<file path="config.mk">
export PLATFORM = sky130hd
export DESIGN_NAME = load_module_record_parser
export DESIGN_NICKNAME = d
export VERILOG_FILES = /design/src/hw/rtl/lmrp_pkg.sv /design/src/hw/rtl/lmrp_core.sv /design/src/hw/rtl/load_module_record_parser.sv
export SDC_FILE = /design/constraint.sdc
export NUM_CORES = 1
export LEC_CHECK = 0
export ABC_AREA = 0
export BUFFER_PORTS_ARGS = -buffer_cell sky130_fd_sc_hd__buf_2
export CORE_MARGIN = 4
export CORE_UTILIZATION = 24
export CTS_BUF_LIST = sky130_fd_sc_hd__clkbuf_8 sky130_fd_sc_hd__clkbuf_16
export CTS_CLUSTER_SIZE = 16
export DETAILED_ROUTE_END_ITERATION = 8
export PLACE_DENSITY_LB_ADDON = 0.12
export SYNTH_ARGS = -nofsm -noshare
export SYNTH_HDL_FRONTEND = slang
export SYNTH_SLANG_ARGS = --single-unit
</file>
<file path="constraint.sdc">
create_clock -name clk -period 7.5 [get_ports clk]
set_input_delay 0.75 -clock clk [delete_from_list [all_inputs] [get_ports clk]]
set_output_delay 0.75 -clock clk [all_outputs]
set_load 0.01 [all_outputs]
</file>
<file path="src/hw/rtl/lmrp_pkg.sv">
// Shared types and constants for the load-module record parser.
// Used by lmrp_core and load_module_record_parser; depends on nothing else.
`timescale 1ns / 1ps
package lmrp_pkg;

  typedef struct packed {
    logic       file_start;
    logic [7:0] data_byte;
  } in_item_t;

  typedef struct packed {
    logic [2:0]  status;
    logic        bank_select;
    logic [14:0] bank_offset;
    logic [7:0]  write_data;
    logic [15:0] exec_address;
  } out_item_t;

  typedef enum logic [2:0] {
    FS_RUNNING = 3'b001,
    FS_DONE    = 3'b010,
    FS_ERROR   = 3'b100
  } finish_t;

  localparam logic [2:0] ST_HEADER  = 3'd0;
  localparam logic [2:0] ST_WRITE   = 3'd1;
  localparam logic [2:0] ST_EXEC    = 3'd2;
  localparam logic [2:0] ST_LOWADDR = 3'd3;
  localparam logic [2:0] ST_BADTYPE = 3'd4;
  localparam logic [2:0] ST_IGNORED = 3'd5;

  localparam logic [7:0] REC_LOAD = 8'h01;
  localparam logic [7:0] REC_EXEC = 8'h02;
  localparam logic [7:0] REC_SKIP = 8'h03;

  localparam logic [15:0] MIN_LOAD_RESET = 16'h4000;

  localparam logic [0:0] ADDR_MIN_LOAD = 1'd0;

  function automatic logic [8:0] decode_length(input logic [7:0] code);
    logic [8:0] len;
    case (code)
      8'd0:    len = 9'd254;
      8'd1:    len = 9'd255;
      8'd2:    len = 9'd256;
      default: len = {1'b0, code} - 9'd2;
    endcase
    return len;
  endfunction

endpackage

</file>
<file path="src/hw/rtl/lmrp_core.sv">
// Parser state and per-byte decode for the load-module record parser.
// Depends on lmrp_pkg. State advances on fire; res is the result of item.
`timescale 1ns / 1ps
module lmrp_core (
  input  logic                clk,
  input  logic                rst,
  input  logic                fire,
  input  lmrp_pkg::in_item_t  item,
  input  logic [15:0]         min_load_address,
  output lmrp_pkg::out_item_t res
);

  logic                 in_data_phase, in_data_phase_next;
  logic [8:0]           byte_counter, byte_counter_next;
  logic [8:0]           record_length, record_length_next;
  logic [15:0]          load_base, load_base_next;
  logic                 kind_load, kind_load_next;
  lmrp_pkg::finish_t    finish_state, finish_state_next;
  logic [7:0]           hdr0, hdr1, hdr2;

  logic                 phase_eff;
  logic [8:0]           cnt_eff;
  logic                 running;
  logic [8:0]           cnt_inc;
  logic [15:0]          hdr_addr;
  logic [15:0]          wr_addr;

  always_comb begin
    phase_eff = item.file_start ? 1'b0 : in_data_phase;
    cnt_eff   = item.file_start ? 9'd0 : byte_counter;
    running   = item.file_start || (finish_state == lmrp_pkg::FS_RUNNING);
    cnt_inc   = cnt_eff + 9'd1;
    hdr_addr  = {item.data_byte, hdr2};
    wr_addr   = load_base + {7'd0, cnt_eff};

    in_data_phase_next = phase_eff;
    byte_counter_next  = cnt_eff;
    record_length_next = record_length;
    load_base_next     = load_base;
    kind_load_next     = kind_load;
    finish_state_next  = item.file_start ? lmrp_pkg::FS_RUNNING : finish_state;
    res                = '0;
    res.status         = lmrp_pkg::ST_HEADER;

    if (!running) begin
      res.status = lmrp_pkg::ST_IGNORED;
    end else if (!phase_eff) begin
      byte_counter_next = cnt_inc;
      if (cnt_eff[1:0] == 2'd3) begin
        byte_counter_next  = 9'd0;
        record_length_next = lmrp_pkg::decode_length(hdr1);
        kind_load_next     = (hdr0 == lmrp_pkg::REC_LOAD);
        case (hdr0)
          lmrp_pkg::REC_LOAD: begin
            load_base_next = hdr_addr;
            if (hdr_addr < min_load_address) begin
              res.status        = lmrp_pkg::ST_LOWADDR;
              finish_state_next = lmrp_pkg::FS_ERROR;
            end else begin
              in_data_phase_next = 1'b1;
            end
          end
          lmrp_pkg::REC_EXEC: begin
            res.status        = lmrp_pkg::ST_EXEC;
            res.exec_address  = hdr_addr;
            finish_state_next = lmrp_pkg::FS_DONE;
          end
          lmrp_pkg::REC_SKIP: begin
            in_data_phase_next = 1'b1;
          end
          default: begin
            res.status        = lmrp_pkg::ST_BADTYPE;
            finish_state_next = lmrp_pkg::FS_ERROR;
          end
        endcase
      end
    end else begin
      if (kind_load) begin
        res.status      = lmrp_pkg::ST_WRITE;
        res.bank_select = wr_addr[15];
        res.bank_offset = wr_addr[14:0];
        res.write_data  = item.data_byte;
      end
      byte_counter_next = cnt_inc;
      if (cnt_inc >= record_length) begin
        byte_counter_next  = 9'd0;
        in_data_phase_next = 1'b0;
      end
    end
  end

  always_ff @(posedge clk) begin
    if (rst) begin
      in_data_phase <= 1'b0;
      byte_counter  <= 9'd0;
      record_length <= 9'd0;
      load_base     <= 16'd0;
      kind_load     <= 1'b1;
      finish_state  <= lmrp_pkg::FS_RUNNING;
    end else if (fire) begin
      in_data_phase <= in_data_phase_next;
      byte_counter  <= byte_counter_next;
      record_length <= record_length_next;
      load_base     <= load_base_next;
      kind_load     <= kind_load_next;
      finish_state  <= finish_state_next;
    end
  end

  // header bytes 0..2; byte 3 is taken straight from the item
  always_ff @(posedge clk) begin
    if (fire && running && !phase_eff) begin
      case (cnt_eff[1:0])
        2'd0:    hdr0 <= item.data_byte;
        2'd1:    hdr1 <= item.data_byte;
        2'd2:    hdr2 <= item.data_byte;
        default: ;
      endcase
    end
  end

endmodule

</file>
<file path="src/hw/rtl/load_module_record_parser.sv">
// Load-module record parser, top level: input and result registers, APB register.
// Depends on lmrp_pkg and lmrp_core.
//
// Usage:
//   byte_* channel: one file byte per item, file_start marks a new file.
//   res_* channel: exactly one result item per input item, in order.
//   Handshake: an item moves at a rising edge with valid high and stall low.
//   An accepted byte is held in the input register, then in the result register, where it is offered on res_*.
//   Throughput: one byte per cycle while res_stall is low; the record state update is
//   combinational logic between the input register and the result register.
//   Stall: the result register holds its valid result while res_stall is high; the input
//   register takes at most one more byte, and byte_stall is high while it
//   holds a byte behind the waiting result.
//   Reset: both registers empty, parser at the start of a file, min_load_address = 0x4000.
//   The user writes registers only while idle; the block does not enforce it.
//   APB: min_load_address at byte address 0, pready always high.
`timescale 1ns / 1ps
module load_module_record_parser (
  input  logic                clk,
  input  logic                rst,
  input  logic                byte_valid,
  output logic                byte_stall,
  input  lmrp_pkg::in_item_t  byte_item,
  output logic                res_valid,
  input  logic                res_stall,
  output lmrp_pkg::out_item_t res_item,
  input  logic                psel,
  input  logic                penable,
  input  logic                pwrite,
  input  logic [2:0]          paddr,
  input  logic [31:0]         pwdata,
  output logic [31:0]         prdata,
  output logic                pready
);

  logic                a_valid;
  lmrp_pkg::in_item_t  a_item;
  logic                b_ready;
  logic                fire;
  logic [15:0]         min_load_address;
  lmrp_pkg::out_item_t core_res;

  assign b_ready    = !res_valid || !res_stall;
  assign fire       = a_valid && b_ready;
  assign byte_stall = a_valid && !b_ready;
  assign pready     = 1'b1;
  assign prdata     = (paddr[2:2] == lmrp_pkg::ADDR_MIN_LOAD) ? {16'd0, min_load_address}
                                                               : 32'd0;

  always_ff @(posedge clk) begin
    if (rst) begin
      min_load_address <= lmrp_pkg::MIN_LOAD_RESET;
    end else if (psel && penable && pwrite && paddr[2:2] == lmrp_pkg::ADDR_MIN_LOAD) begin
      min_load_address <= pwdata[15:0];
    end
  end

  always_ff @(posedge clk) begin
    if (rst) begin
      a_valid <= 1'b0;
    end else if (!byte_stall) begin
      a_valid <= byte_valid;
    end
  end

  always_ff @(posedge clk) begin
    if (byte_valid && !byte_stall) begin
      a_item <= byte_item;
    end
  end

  lmrp_core u_core (
    .clk              (clk),
    .rst              (rst),
    .fire             (fire),
    .item             (a_item),
    .min_load_address (min_load_address),
    .res              (core_res)
  );

  always_ff @(posedge clk) begin
    if (rst) begin
      res_valid <= 1'b0;
    end else if (b_ready) begin
      res_valid <= a_valid;
    end
  end

  always_ff @(posedge clk) begin
    if (fire) begin
      res_item <= core_res;
    end
  end

endmodule
</file>
==> run metrics, run 1 <==
internal power=1370 uW; layout net count=816; Post-route DRC=0; Area after DPL=7291 um2; Fmax=0.2955 GHz; share of cells above drive strength 1=0.2188; die area=30060 um2; pin count of the biggest net entering global routing=51; floorplan row count=60; critical path data arrival time=3.74 ns; vias in the first global route=4936; top_reg_cell synth=edfxtp_1; Post-Syn Area=6564 um2; crit share post-route=0.4512; switching power=397.5 uW; worst slew pin tran=1.240 ns; hold buffer count at cts=0; Synth Register Bits=133; CTS tree=yes; DIE HEIGHT=173.4 um; Clock transition at path regs=0.06 ns; Via density=4.497; CP required=7.86 ns; crit end category=flop; WHS=0.4539 ns; GRT Residual Overflow=0; vias post-DR=4884; Seq. cell area=3423 um2; Multi-input gate area=2818 um2; ys async rst share=0; Mean Syn Cell Area=10.21 um2; Final Hold Viols=0; starting density of the core=0.2435; TNS Setup=0 ns; GPL Wtd Cong=0.7694; Synth warnings=0; Setup Skew=0.01199 ns; Die Span X=173.4 um; Num CTS Buffers=17; count of pins over their slew limit=0; final total power=1768 uW; post-DP HPWL=12340 um; Root Driver=clkbuf_16; H-tree Lvls=4; core area=26950 um2; first-pass GRT wire length=27120 um; RSZ-0062 raised after global routing=false; Syn-to-layout area delta=20.49%; switching share of power=0.2249; DRT Wirelength=16880 um; I/O pin cnt=129; CTS-repair resized insts=0; Clk pwr share=0.499; Filler cells=2815; outcome=complete, no violations; minimum clock period=3.384 ns; design area=7909 um2; WS Path Type=reg2reg; DR WL/cell=15.55 um; antenna cells=0; total clock sinks=133; First-pass DRT Iterations=4; power share of the combinational group=0.045; Max VDD drop=0.1015 mV; setup violators final=0; gr usage total=0.1135; Crit Path Max Fanout=26; PwrDens=223.5 nW/um2; DRT iter0 DRCs=225; Worst setup SP type=flop; clk buf depth=2; EDFF count, synth=76; Setup Buffers After CTS=0; sequential share of power=0.455; initial antenna violation count=2; Slew headroom=0.1714; max cap viols=0; Seq/Total Area, Yosys=0.5215; clk_lat worst skew=0.42 ns; Cells after Synth=643; port bufs=93; Distinct cells, synth=69; Leakage Power=0.003015 uW; Hold WC Path Type=reg2reg; Routed Antenna Nets=0
==> stage by stage <==
| step | std cells | util | setup slack (ns) |
|---|---|---|---|
| 2_1_floorplan | 658 | - | 4.521 |
| 3_3_place_gp | 1054 | 0.2705 | 4.114 |
| 3_5_place_dp | 1054 | 0.2705 | 4.093 |
| 4_1_cts | 1086 | 0.2935 | 4.090 |
| 5_1_grt | 1086 | 0.2935 | 3.811 |
| 6_report | 1086 | 0.2935 | 4.116 |
==> worst max-delay path: stages, from the launching register on <==
cell and delay [ns]:
edfxtp_1 0.36, buf_4 0.23, nor2b_1 0.57, nand2_1 0.12, ha_1 0.32, inv_1 0.05, ha_1 0.28, a211o_1 0.25
a31oi_1 0.16, o21a_1 0.17, nor3_1 0.05, nor3_1 0.52, a22o_1 0.21
==> final timing paths <==
check / slack [ns] / depth (start not counted) / from / to
worst min-delay path: 0.45 / 2 / min_load_address[2] / min_load_address[2]
worst max-delay path: 4.12 / 12 / a_item[8] / u_core.byte_counter[5]
worst max register to register: 4.12 / 12 / a_item[8] / u_core.byte_counter[5]
worst min register to register: 0.45 / 2 / min_load_address[2] / min_load_address[2]
==> cells in the final DEF (no fill, tap or decap), types with 33 or more instances in the layout <==
cell type  Yosys  final
ha_1          33     33
buf_2          5     93
dfxtp_1       57     57
a21oi_1       48     48
nand2_1       81     81
inv_1         34     37
nor2_1        62     62
edfxtp_1      76     76
==> kinds of logic (layout without fill, tap and decap cells) <==
logic type | Yosys count | after routing | synth area share
and+or+nand+nor | 249 | 249 | 0.1931
buffers and inverters | 77 | 164 | 0.05776
other | 2 | 17 | 0.001144
AOI/OAI and AO/OA | 121 | 121 | 0.1254
muxes | 1 | 1 | 0.001715
adders and majority gates | 34 | 34 | 0.06462
DFF | 133 | 133 | 0.5215
xor gates and xnor gates | 26 | 26 | 0.03469
==> power by group through the flow <==
stage / registers, uW / clock network, uW / logic (uW)
final: 805 / 883 / 79.7
after floorplan: 816 / 0 / 53.4
after global placement: 821 / 0 / 79.4
after detailed placement: 822 / 0 / 80.5
after CTS: 806 / 906 / 80.9
after global routing: 808 / 935 / 89.6
==> registers in the layout, indices dropped and copies added, names as in the netlist, 3 cells and up <==
name	flops
u_core.load_base	16
u_core.hdr2	8
min_load_address	16
u_core.byte_counter	9
u_core.hdr1	8
u_core.finish_state	3
u_core.hdr0	8
res_item	43
u_core.record_length	9
a_item	9
==> synth_stat cells (2+ instances only) <==
cell type | n | area (um2)
conb_1 | 2 | 7.510
o22ai_1 | 2 | 12.51
nor3b_1 | 3 | 22.52
and4b_1 | 2 | 20.02
nor2b_1 | 10 | 62.56
dfxtp_1 | 57 | 1141
a31oi_1 | 4 | 25.02
nor3_1 | 10 | 50.05
buf_4 | 18 | 135.1
a21oi_2 | 10 | 87.58
a21o_1 | 6 | 45.04
a211oi_1 | 6 | 45.04
and3_1 | 12 | 75.07
o211ai_1 | 3 | 22.52
clkbuf_1 | 17 | 63.81
nor4_1 | 4 | 25.02
clkinv_1 | 2 | 7.510
nand3_1 | 9 | 45.04
nand2_2 | 10 | 62.56
a211o_1 | 2 | 17.52
xnor2_1 | 17 | 148.9
nand4_1 | 4 | 25.02
ha_1 | 33 | 412.9
xor2_1 | 9 | 78.83
o21ai_0 | 16 | 80.08
a21oi_1 | 48 | 240.2
a22o_1 | 5 | 43.79
buf_2 | 5 | 25.02
or2_2 | 2 | 12.51
nand2_1 | 81 | 304.0
o21a_1 | 3 | 22.52
or3_1 | 4 | 25.02
and2_1 | 17 | 106.4
nand2b_1 | 5 | 31.28
nor2_1 | 62 | 232.7
inv_1 | 34 | 127.6
o221a_2 | 2 | 22.52
edfxtp_1 | 76 | 2282
==> layer usage <==
metal	routed length (um)	track usage
met1	8014	0.1501
met2	7842	0.1822
met3	806	0.02770
met4	218	0.03858
met5	0	0
==> layout make-up <==
type                    count  share of cell area
repair buffers             96             0.06170
clock buffers              17             0.05379
clock inverters            15             0.02436
well taps                 341             0.05395
multi-input cells         448              0.3563
flip-flops and latches    133              0.4328
inverters                  36             0.01709
Note: power is estimated with default switching activity, not from simulation.
==> run 2, diff against run 1 <==
Clock period 7.5 ns to 3 ns, I/O delays scaled along.
==> run metrics, run 2 (same netlist as run 1, synthesis figures left out) <==
GPL Wtd Cong=0.7872 (+2.3%); first-pass GRT wire length=28000 um (+3.2%); Fmax=0.3576 GHz (+21%); Hold WC Path Type=in2reg; core area=26950 um2 (unchanged); Crit Path Max Fanout=5 (-81%); crit share post-route=0.9320 (+0.4808); switching share of power=0.2363 (+0.01138); Worst setup startpoint=a_item[8]; Largest Register=res_item; Inst Count DP=1076 (+2.1%); H-tree Lvls=4 (unchanged); max reg flops=43 (unchanged); I/O pin cnt=129 (unchanged); setup violators final=0 (unchanged); Routed Antenna Nets=0 (unchanged); commonest non-fill, non-tap cell in the layout=buf_2; Regs by FF count=res_item: 43 flops, min_load_address: 16 flops, u_core.load_base: 16 flops; starting density of the core=0.2435 (unchanged); clk_lat worst skew=0.42 ns (about the same); die area=30060 um2 (unchanged); outcome=complete, no violations; count of pins over their slew limit=0 (unchanged); DR WL/cell=15.57 um (+0.13%); DIE HEIGHT=173.4 um (unchanged); Num CTS Buffers=17 (unchanged); power share of the combinational group=0.055 (+0.010); initial antenna violation count=1 (-1); RSZ-0062 raised after global routing=false; Setup Skew=0.01136 ns (-0.0006298 ns); internal power=3278 uW (+140%); Hold Startpoint=byte_item[1]; Clk pwr share=0.481 (-0.018); final total power=4293 uW (+140%); Setup Buffers After CTS=0 (unchanged); port bufs=93 (unchanged); vias in the first global route=5106 (+3.4%); worst path buffer plus inverter count=1 (-1); Worst setup SP type=flop; CTS tree=yes; Die Span X=173.4 um (unchanged); vias post-DR=4911 (+0.55%); minimum clock period=2.796 ns (-0.5879 ns); GRT Residual Overflow=0 (unchanged); most frequent cells in the layout=buf_2, nand2_1, edfxtp_1; final instance count without filler cells=1109 (+2.1%); Crit path max-delay family=compound AO/OA/AOI/OAI gates; Clock transition at path regs=0.06 ns (about the same); First-pass DRT Iterations=5 (+1); CP required=3.34 ns (-4.52 ns); cells along the critical path=nor2b_2 > nand2_1 > ha_1 > inv_1 > ha_1 > a211o_1 > a31oi_1 > o21a_1 > o21bai_1 > or4_1 > a31oi_1; slowest stage delay, CP=0.53 ns (-0.04 ns); max cap viols=0 (unchanged); switching power=1014 uW (+160%); critical path data arrival time=3.14 ns (-0.60 ns); layout net count=838 (+2.7%); sequential share of power=0.465 (+0.010); reg2reg start=a_item[8]; DRT iter0 DRCs=313 (+39%); Max VDD drop=0.2952 mV (+190%); Root Driver=clkbuf_16; WS Path Type=reg2reg; worst slew pin tran=0.7600 ns (-0.4803 ns); DRT Wirelength=17260 um (+2.3%); gr usage total=0.1169 (+0.003352); floorplan row count=60 (unchanged); Post-route DRC=0 (unchanged); TNS Setup=0 ns (unchanged); Slew headroom=0.4923 (+0.3210); Syn-to-layout area delta=22.49%; Via density=4.428 (-1.5%); Leakage Power=0.003098 uW (+2.7%); clk buf depth=2 (unchanged); pin count of the biggest net entering global routing=28 (-45%); Final Hold Viols=0 (unchanged); PwrDens=533.9 nW/um2 (+140%); share of cells above drive strength 1=0.2438 (+0.02502); crit end category=flop; Slowest-stage cell, CP=edfxtp_1; Filler cells=2823 (+0.28%); post-DP HPWL=13110 um (+6.2%); total clock sinks=133 (unchanged)
## run 2: changes by cell type in the layout (fill, tap and decap cells not counted), sizes merged
cell | before | now
bufinv | 4 | 2
clkinv | 7 | 8
buf | 96 | 118
clkinvlp | 1 | 2
diode | 0 | 1
## run 2: layout make-up
| type | instances | area [um2] | share of cell area |
|---|---|---|---|
| Tap cell | 341 | 426.7 | 0.05307 |
| Multi-Input combinational cell | 448 | 2820 | 0.3508 |
| Sequential cell | 133 | 3423 | 0.4258 |
| Antenna cell | 1 | 2.502 | 0.0003112 |
| Clock inverter | 15 | 153.9 | 0.01914 |
| Clock buffer | 17 | 425.4 | 0.05291 |
| Inverter | 36 | 135.1 | 0.01681 |
| Timing Repair Buffer | 118 | 653.1 | 0.08123 |
## run 2: worst paths after layout
| check | end | slack, ns | cells after the start |
|---|---|---|---|
| setup / recovery | u_core.byte_counter[6] | 0.20 | 11 |
| hold / removal | a_item[1] | 0.05 | 1 |
| setup reg to reg | u_core.byte_counter[6] | 0.20 | 11 |
| hold reg to reg | u_core.record_length[3] | 0.45 | 2 |
## run 2: what timing repair did
item,4_1_cts,5_1_grt
resized for setup,0,1
setup endpoints to repair,0,1
hold buffers,0,0
## run 2: layer usage
layer	up-vias	part of all wire	track usage
met3	20	0.045	0.02792
met5	-	0	0
li1	2444	-	-
met1	2341	0.47	0.1526
met4	0	0.017	0.03725
met2	106	0.47	0.1917
## run 2: power groups by stage
stage	logic [uW]	registers [uW]	clock network, uW
floorplan	134	2040	0
global placement	234	2030	0
detailed placement	238	2030	0
CTS	239	2000	2120
global route	263	2000	2210
finish	235	1990	2060
## run 2: stage by stage
stage / area, um2 / utilization / worst slack, ns / hold slack (ns)
final: 8040 / 0.2983 / 0.2039 / 0.05321
after global placement: 7456 / 0.2766 / 0.2013 / 0.4448
after detailed placement: 7456 / 0.2766 / 0.2028 / 0.4472
after CTS: 8035 / 0.2981 / 0.1894 / 0.03046
after floorplan: 6620 / - / 0.02149 / 0.3989
after global routing: 8038 / 0.2982 / 0.02048 / 0.03741
## run 2: worst register-to-register path: stages (launching register included)
cell and delay, ns:
edfxtp_1 0.53, nor2b_2 0.19, nand2_1 0.07, ha_1 0.30, inv_1 0.05, ha_1 0.28
a211o_1 0.25, a31oi_1 0.15, o21a_1 0.17, o21bai_1 0.15, or4_1 0.43, a31oi_1 0.16
==> run 3, diff against run 2 <==
Clock period 3 ns to 2.9 ns, I/O delays scaled along.
==> run metrics, run 3 (same netlist as run 1, synthesis figures left out) <==
outcome=complete, no violations; core area=26950 um2 (unchanged); H-tree Lvls=4 (unchanged); max cap viols=0 (unchanged); Syn-to-layout area delta=23.66%; cells along the critical path=buf_4 > nor2_1 > ha_1 > a21o_1 > maj3_2 > a2111oi_4 > and4bb_1 > xnor2_1 > nor2_1; Clock transition at path regs=0.06 ns (about the same); crit share post-route=0.9521 (+0.02005); vias in the first global route=5152 (+0.90%); Largest Register=res_item; DRT Wirelength=17450 um (+1.1%); Filler cells=2798 (-0.89%); vias post-DR=4930 (+0.39%); Area after DPL=7501 um2 (+0.60%); count of pins over their slew limit=0 (unchanged); share of cells above drive strength 1=0.2532 (+0.009423); starting density of the core=0.2435 (unchanged); First-pass DRT Iterations=4 (-1); Seq. cell area=3423 um2 (unchanged); Hold WC Path Type=in2reg; gr usage total=0.1166 (-0.0002391); floorplan row count=60 (unchanged); critical path data arrival time=2.91 ns (-0.23 ns); Num CTS Buffers=17 (unchanged); initial antenna violation count=1 (unchanged); Die Span X=173.4 um (unchanged); design area=8117 um2 (+0.95%); worst slew pin tran=0.7466 ns (-0.01336 ns); slowest stage delay, CP=0.55 ns (+0.02 ns); CTS tree=yes; DIE HEIGHT=173.4 um (unchanged); port bufs=93 (unchanged); DRT iter0 DRCs=255 (-19%); Root Driver=clkbuf_16; Via density=4.418 (-0.24%); layout net count=845 (+0.84%); max reg flops=43 (unchanged); CP required=3.05 ns (-0.29 ns); Routed Antenna Nets=0 (unchanged); clk_lat worst skew=0.42 ns (about the same); WS Path Type=reg2reg; setup violators final=0 (unchanged); crit-path most repeated cell=nor2_1; worst path buffer plus inverter count=1 (unchanged); commonest non-fill, non-tap cell in the layout=buf_2; Slowest-stage cell, CP=edfxtp_1; most frequent cells in the layout=buf_2, nand2_1, edfxtp_1; Fmax=0.3622 GHz (+1.3%); Regs by FF count=res_item: 43 flops, min_load_address: 16 flops, u_core.load_base: 16 flops; clk buf depth=2 (unchanged); pin count of the biggest net entering global routing=28 (unchanged); Slew headroom=0.5012 (+0.008924); minimum clock period=2.761 ns (-0.03504 ns); Crit Path Max Fanout=13 (+8); Post-route DRC=0 (unchanged); GPL Wtd Cong=0.7970 (+1.2%); Leakage Power=0.003138 uW (+1.3%); hold buffer count at cts=0 (unchanged); DR WL/cell=15.64 um (+0.47%); I/O pin cnt=129 (unchanged); crit end category=flop; first-pass GRT wire length=27910 um (-0.32%); Worst setup SP type=flop; Multi-input gate area=2836 um2 (+0.58%); total clock sinks=133 (unchanged); Max VDD drop=0.3212 mV (+8.8%); Final Hold Viols=0 (unchanged); Crit path max-delay family=compound AO/OA/AOI/OAI gates; PwrDens=551.5 nW/um2 (+3.3%); die area=30060 um2 (unchanged); RSZ-0062 raised after global routing=true; WHS=0.04238 ns (-0.01082 ns); Setup Skew=0.01295 ns (+0.001591 ns); post-DP HPWL=13240 um (+1.0%); GRT Residual Overflow=0 (unchanged)
run 3: layer usage:
layer	vias up	global-route usage	wire, um
met3	14	0.03228	774
met2	102	0.1894	8250
met1	2357	0.1530	8200
met4	0	0.03259	226
li1	2457	-	-
met5	-	0	0
run 3: power by group:
part	total, uW	switching [uW]	internal (uW)
registers	2060	24.0	2040
clock network	2160	868	1300
logic	251	161	89.4
run 3: path summary, 6_finish.rpt:
kind              slack, ns  depth (start not counted)                start                   to
hold reg to reg        0.45                          2  min_load_address[9]  min_load_address[9]
hold / removal         0.04                          1         byte_item[2]            a_item[2]
setup / recovery       0.14                          9            a_item[8]         res_item[39]
setup reg to reg       0.14                          9            a_item[8]         res_item[39]
run 3: worst register-to-register path: stages (launching register included):
cell,delay (ns)
edfxtp_1,0.55
buf_4,0.27
nor2_1,0.06
ha_1,0.20
a21o_1,0.17
maj3_2,0.37
a2111oi_4,0.45
and4bb_1,0.25
xnor2_1,0.13
nor2_1,0.05
run 3: final cells by class:
type	instances	area share
Sequential cell	133	0.4218
Tap cell	341	0.05257
Timing Repair Buffer	125	0.08694
Multi-Input combinational cell	448	0.3495
Antenna cell	1	0.0003083
Inverter	36	0.01665
Clock buffer	18	0.05411
Clock inverter	14	0.01819
run 3: timing repair:
| item | in CTS | in global routing |
|---|---|---|
| gates resized for setup | 0 | 3 |
| buffers inserted | 0 | 1 |
| setup endpoints to repair | 0 | 11 |
run 3: stage by stage:
step                      TNS (ns)  total power [uW]    util  cells  worst slack (ns)
after floorplan                  0              2249       -    658          0.002237
after global placement           0              2349  0.2783   1082           0.06636
after detailed placement         0              2354  0.2783   1082           0.05619
after CTS                        0              4539  0.3001   1114           0.03868
after global routing      -0.07828              4649  0.3011   1115          -0.06490
final                            0              4476  0.3012   1116            0.1390
